### src/sv/bal_pkg.sv
// ----------------------------------------------------------------------------
// bal_pkg
// Shared types and constants of the beam asymmetry log-likelihood block.
// ----------------------------------------------------------------------------
package bal_pkg;

  localparam int ANGLE_BITS_DEF = 16;
  localparam int SUM_BITS_DEF   = 48;
  localparam int OUT_W          = 48;
  localparam int TERM_W         = 22;
  localparam int TAYLOR_STEPS   = 5;
  localparam int SQ_STEPS       = 16;

  localparam logic [30:0] ONE_Q30     = 31'h4000_0000;
  localparam logic [30:0] HALF_PI_Q30 = 31'd1686629713;
  localparam logic [31:0] LN2_Q32     = 32'd2977044472;
  localparam logic signed [TERM_W-1:0] LOG_FLOOR_Q16 = TERM_W'(-32 * 65536);

  localparam logic CFG_POLARISATION = 1'b0;
  localparam logic CFG_ASYMMETRY    = 1'b1;

  typedef enum logic [3:0] {
    S_IDLE, S_TH, S_TH2, S_MUL, S_DIV, S_UPD, S_CS, S_PROD,
    S_VAL, S_NORM, S_SQ, S_ACC, S_OUT1, S_OUT2
  } state_e;

  typedef struct packed {
    logic load;
    logic th;
    logic th2;
    logic mul;
    logic div;
    logic upd;
    logic cs;
    logic prod;
    logic val;
    logic norm;
    logic sq;
    logic acc;
    logic out1;
    logic out2;
  } cmd_t;

  typedef struct packed {
    logic taylor_done;
    logic v_nonpos;
    logic norm_done;
    logic sq_done;
    logic last;
    logic out_free;
  } stat_t;

  // Series divisors 90, 56, 30, 12, 2 split into a right shift and an odd
  // factor; the odd factor is divided by reciprocal multiplication.
  function automatic logic [1:0] taylor_pre(input logic [2:0] k);
    logic [1:0] s;
    unique case (k)
      3'd0: s = 2'd1;
      3'd1: s = 2'd3;
      3'd2: s = 2'd1;
      3'd3: s = 2'd2;
      default: s = 2'd1;
    endcase
    return s;
  endfunction

  function automatic logic [31:0] taylor_rcp(input logic [2:0] k);
    logic [31:0] r;
    unique case (k)
      3'd0: r = 32'd3054198967;
      3'd1: r = 32'd2454267027;
      3'd2: r = 32'd2290649225;
      3'd3: r = 32'd2863311531;
      default: r = 32'h8000_0000;
    endcase
    return r;
  endfunction

  function automatic logic [5:0] taylor_post(input logic [2:0] k);
    logic [5:0] s;
    unique case (k)
      3'd0: s = 6'd37;
      3'd1: s = 6'd34;
      3'd2: s = 6'd35;
      3'd3: s = 6'd33;
      default: s = 6'd31;
    endcase
    return s;
  endfunction

endpackage

### src/sv/bal_ctrl.sv
// ----------------------------------------------------------------------------
// bal_ctrl
// Sequencer: cosine, probability, log and sum per event; output after last.
// ----------------------------------------------------------------------------
module bal_ctrl import bal_pkg::*; (
  input  logic  clk_i,
  input  logic  rst_ni,
  input  logic  in_valid_i,
  output logic  in_stall_o,
  input  stat_t stat_i,
  output cmd_t  cmd_o
);

  state_e state_q, state_d;

  always_ff @(posedge clk_i or negedge rst_ni) begin
    if (!rst_ni) begin
      state_q <= S_IDLE;
    end else begin
      state_q <= state_d;
    end
  end

  always_comb begin
    state_d    = state_q;
    cmd_o      = '0;
    in_stall_o = 1'b1;
    unique case (state_q)
      S_IDLE: begin
        in_stall_o = 1'b0;
        if (in_valid_i) begin
          cmd_o.load = 1'b1;
          state_d    = S_TH;
        end
      end
      S_TH: begin
        cmd_o.th = 1'b1;
        state_d  = S_TH2;
      end
      S_TH2: begin
        cmd_o.th2 = 1'b1;
        state_d   = S_MUL;
      end
      S_MUL: begin
        cmd_o.mul = 1'b1;
        state_d   = S_DIV;
      end
      S_DIV: begin
        cmd_o.div = 1'b1;
        state_d   = S_UPD;
      end
      S_UPD: begin
        cmd_o.upd = 1'b1;
        state_d   = stat_i.taylor_done ? S_CS : S_MUL;
      end
      S_CS: begin
        cmd_o.cs = 1'b1;
        state_d  = S_PROD;
      end
      S_PROD: begin
        cmd_o.prod = 1'b1;
        state_d    = S_VAL;
      end
      S_VAL: begin
        cmd_o.val = 1'b1;
        state_d   = stat_i.v_nonpos ? S_ACC : S_NORM;
      end
      S_NORM: begin
        cmd_o.norm = 1'b1;
        if (stat_i.norm_done) state_d = S_SQ;
      end
      S_SQ: begin
        cmd_o.sq = 1'b1;
        if (stat_i.sq_done) state_d = S_ACC;
      end
      S_ACC: begin
        cmd_o.acc = 1'b1;
        state_d   = stat_i.last ? S_OUT1 : S_IDLE;
      end
      S_OUT1: begin
        cmd_o.out1 = 1'b1;
        state_d    = S_OUT2;
      end
      S_OUT2: begin
        cmd_o.out2 = 1'b1;
        if (stat_i.out_free) state_d = S_IDLE;
      end
      default: state_d = S_IDLE;
    endcase
  end

  assert property (@(posedge clk_i) disable iff (!rst_ni)
    (state_q == S_UPD && !stat_i.taylor_done) |=> state_q == S_MUL)
    else $error("taylor loop did not return to multiply");
  assert property (@(posedge clk_i) disable iff (!rst_ni)
    (in_valid_i && !in_stall_o) |=> state_q == S_TH)
    else $error("accepted word did not start the sequence");
  assert property (@(posedge clk_i) disable iff (!rst_ni)
    (state_q == S_ACC && !stat_i.last) |=> !in_stall_o)
    else $error("non-last word did not release the input");

endmodule

### config.mk
export PLATFORM = sky130hd
export DESIGN_NAME = bal_ctrl
export DESIGN_NICKNAME = d
export VERILOG_FILES = /design/src/sv/bal_pkg.sv /design/src/sv/bal_ctrl.sv
export SDC_FILE = /design/constraint.sdc
export NUM_CORES = 1
export LEC_CHECK = 0
export BUFFER_PORTS_ARGS = -buffer_cell sky130_fd_sc_hd__buf_2
export CAP_MARGIN = 20
export CORE_AREA = 2 2 39 41
export DETAILED_ROUTE_END_ITERATION = 8
export DIE_AREA = 0 0 41 43
export GPL_TIMING_DRIVEN = 0
export PLACE_DENSITY_LB_ADDON = 0.1
export REMOVE_ABC_BUFFERS = 1
export SLEW_MARGIN = 10
export SYNTH_ARGS = -nofsm -noshare
export SYNTH_HDL_FRONTEND = slang
export SYNTH_SLANG_ARGS = --single-unit
### constraint.sdc
create_clock -name clk_i -period 1.7 [get_ports clk_i]
set_input_delay 0.17 -clock clk_i [delete_from_list [all_inputs] [get_ports clk_i]]
set_output_delay 0.17 -clock clk_i [all_outputs]
set_load 0.03 [all_outputs]
==> impl_metrics.toml <==
[synth]
avgSynthCellArea_um2 = 6.95
ys_top_cells_by_area = "dfrtp_1 25%, nor2_1 9.3%, nor3_1 8.7%"
synth-seq-cells = 4
synth.distinct_cells = 24
yosys_warnings = 0
synth_top_cell_area_share_pct = 24.8
synth_area_um2 = 403
ys_seq_area_share_pct = 24.8
synth_top_area_cell = "dfrtp_1"
synthCells = 58

[placed_design]
dp_hpwl_um = 741
globalplace.congestion = 0.699
port_buffers = 23

[drt]
drt_iter0_drc = 2
drtPass1Iterations = 3
viasPerCell = 4.72
routed-via-count = 491
wl_um = 1130
postRouteAntennaNets = 0
drc = 0
routedWlPerCell_um = 10.9

[sta]
period_share_pct = 95.8
min_period_ns = 1.63
finalHoldViolCount = 0
worst_pin_slew_ns = 0.224
max_clock_freq_mhz = 614
fin_tns_setup_ns = 0
rsz0062_at_grt = "no"
slew_viol_final = 0
maxSlewHeadroom_pct = 85.0
finClkSkew_ns = 0.00295
setup_viol = 0

[global_route]
globalRouteOverflowTotal = 0
grt_pass1_wl_um = 1660
antenna_found_initial = 0
grt_usage_pct = 13.7
grt_pass1_vias = 408
grt_max_degree = 17

[floorplanning]
pin_count = 24
die_w_um = 41
fp.dieH_um = 43
fp-row-count = 14
die_area_mm2 = 0.00176
start_util_pct = 29.1
core_region_area_mm2 = 0.00138

[final_layout]
final_cell_mix = "23 x buf_2, 10 x nor2_1, 7 x nor3_1"
n_fill_cell = 158
top_register = "state_q"
diodes = 0
largestRegisters = "state_q x4"
largest_reg_flops = 4
final_nets = 99
area_delta_synth_final_pct = 54.7
drive_gt1_share_pct = 45.5
layout_commonest_cell = "buf_2"

[worst_setup_path]
path_buf_inv = 0
crit_slowest_cell = "or4_1"
crit_type = "reg2reg"
cp_max_fo = 7
cp.arrival_ns = 1.74
path_cells = "or4_1, a21oi_2, a21oi_2, mux2_4"
crit_family = "simple AND/OR/NAND/NOR gates"
critPathRequiredTime_ns = 1.81
end_kind = "flop"
slowest_delay_ns = 0.53
cp-start-kind = "flop"
cp_common_cell = "a21oi_2"

[power_and_ir_drop]
powerDensity_mw_per_mm2 = 2030
power_w = 0.00127
leakage_nw = 0.338
peakVddDrop_mv = 0.704

[clock_network]
cts_buffers = 3
clk_latency_ns = 0.23
cts_htree_levels = 1
cts_tree = "yes"
root_buffer = "clkbuf_4"
cts_buffer_depth = 2
cts_sinks = 4
clkTransAtPathRegs_ns = 0.04

[job]
drv_cap = 0

[run_status]
status = "completed"

[worst_hold_path]
hp-class = "in2async"
-- timing repair --
action / 4_1_cts / 5_1_grt
setup endpoints to repair: 2 / 2
hold buffers: 1 / 0
cloned: 0 / 0
gates resized for setup: 3 / 1
pin swaps: 0 / 0
setup buffers: 3 / 4
hold endpoints to repair: 4 / 0
-- layout make-up --
| type | count | area [um2] | area share, % |
|---|---|---|---|
| clock buffer | 3 | 22.5 | 3.61 |
| inverter | 4 | 15.0 | 2.41 |
| multi-input combinational | 46 | 270 | 43.4 |
| sequential | 4 | 105 | 16.9 |
| tap | 16 | 20.0 | 3.21 |
| timing repair buffer | 31 | 190 | 30.5 |
-- through the flow --
stage	area [um2]	instances	util [%]	hold WS (ns)	setup WS, ns
4_1_cts	579	100	41.9	0.265	0.00308
3_3_place_gp	520	93	37.6	-0.0233	-0.106
6_report	623	104	45.0	0.272	0.0711
5_1_grt	623	104	45.0	0.271	0.0185
2_1_floorplan	385	54	-	-0.126	0.0305
3_5_place_dp	520	93	37.6	-0.0249	-0.101
-- logic make-up (layout without fill, tap and decap cells) --
group                  Yosys count  count (layout)  share of synthesized area [%]
AND/OR/NAND/NOR                 31              31                           37.6
flip-flops                       4               4                           24.8
buffers and inverters            8              38                           8.07
multiplexers                     2               2                           6.21
AO/OA/AOI/OAI                   13              13                           23.3
-- final timing paths --
kind | startpoint | to | slack [ns] | cells past startpoint
min in group clk_i | stat_i[2] | state_q[1] | 0.32 | 3
max in group asynchronous | rst_ni | state_q[2] | 1.30 | 2
worst max register to register | state_q[2] | state_q[0] | 0.07 | 4
worst min register to register | state_q[2] | state_q[2] | 0.68 | 2
worst min-delay path | rst_ni | state_q[0] | 0.27 | 2
worst max-delay path | state_q[2] | state_q[0] | 0.07 | 4
-- worst reg2reg max path, stage by stage, from the launching register on --
cell and delay, ns:
dfrtp_2 0.44, or4_1 0.53, a21oi_2 0.17, a21oi_2 0.07, mux2_4 0.30
-- synthesized netlist by cell type, drive strengths merged --
| cell | instances |
|---|---|
| or4 | 1 |
| o22ai | 2 |
| nor3 | 7 |
| o21ai | 1 |
| mux2i | 1 |
| and3 | 1 |
| a21o | 1 |
| a21boi | 1 |
| buf | 2 |
| mux2 | 1 |
| dfrtp | 4 |
| nand2b | 4 |
| clkbuf | 2 |
| nor2b | 1 |
| nor2 | 10 |
| a41o | 1 |
| nand2 | 5 |
| inv | 4 |
| nand4b | 1 |
| o21a | 2 |
| and2 | 1 |
| o221ai | 1 |
| a21oi | 4 |
-- power by group --
part	leakage, nW	internal [W]	switching, W	total [W]
Clock	0.0138	0.0000788	0.0000361	0.000115
Sequential	0.0435	0.000154	0.0000915	0.000246
Combinational	0.281	0.000384	0.000521	0.000906
-- metal layers --
layer | track usage (%) | routed length (um) | up-vias | share of wire [%]
li1 | - | - | 265 | -
met1 | 18.2 | 530 | 208 | 47
met2 | 21.3 | 528 | 16 | 47
met3 | 1.57 | 53 | 2 | 4.7
met4 | 6.00 | 19 | 0 | 1.7
met5 | 0 | 0 | - | 0
No activity file was read; power rests on OpenSTA's default activity.
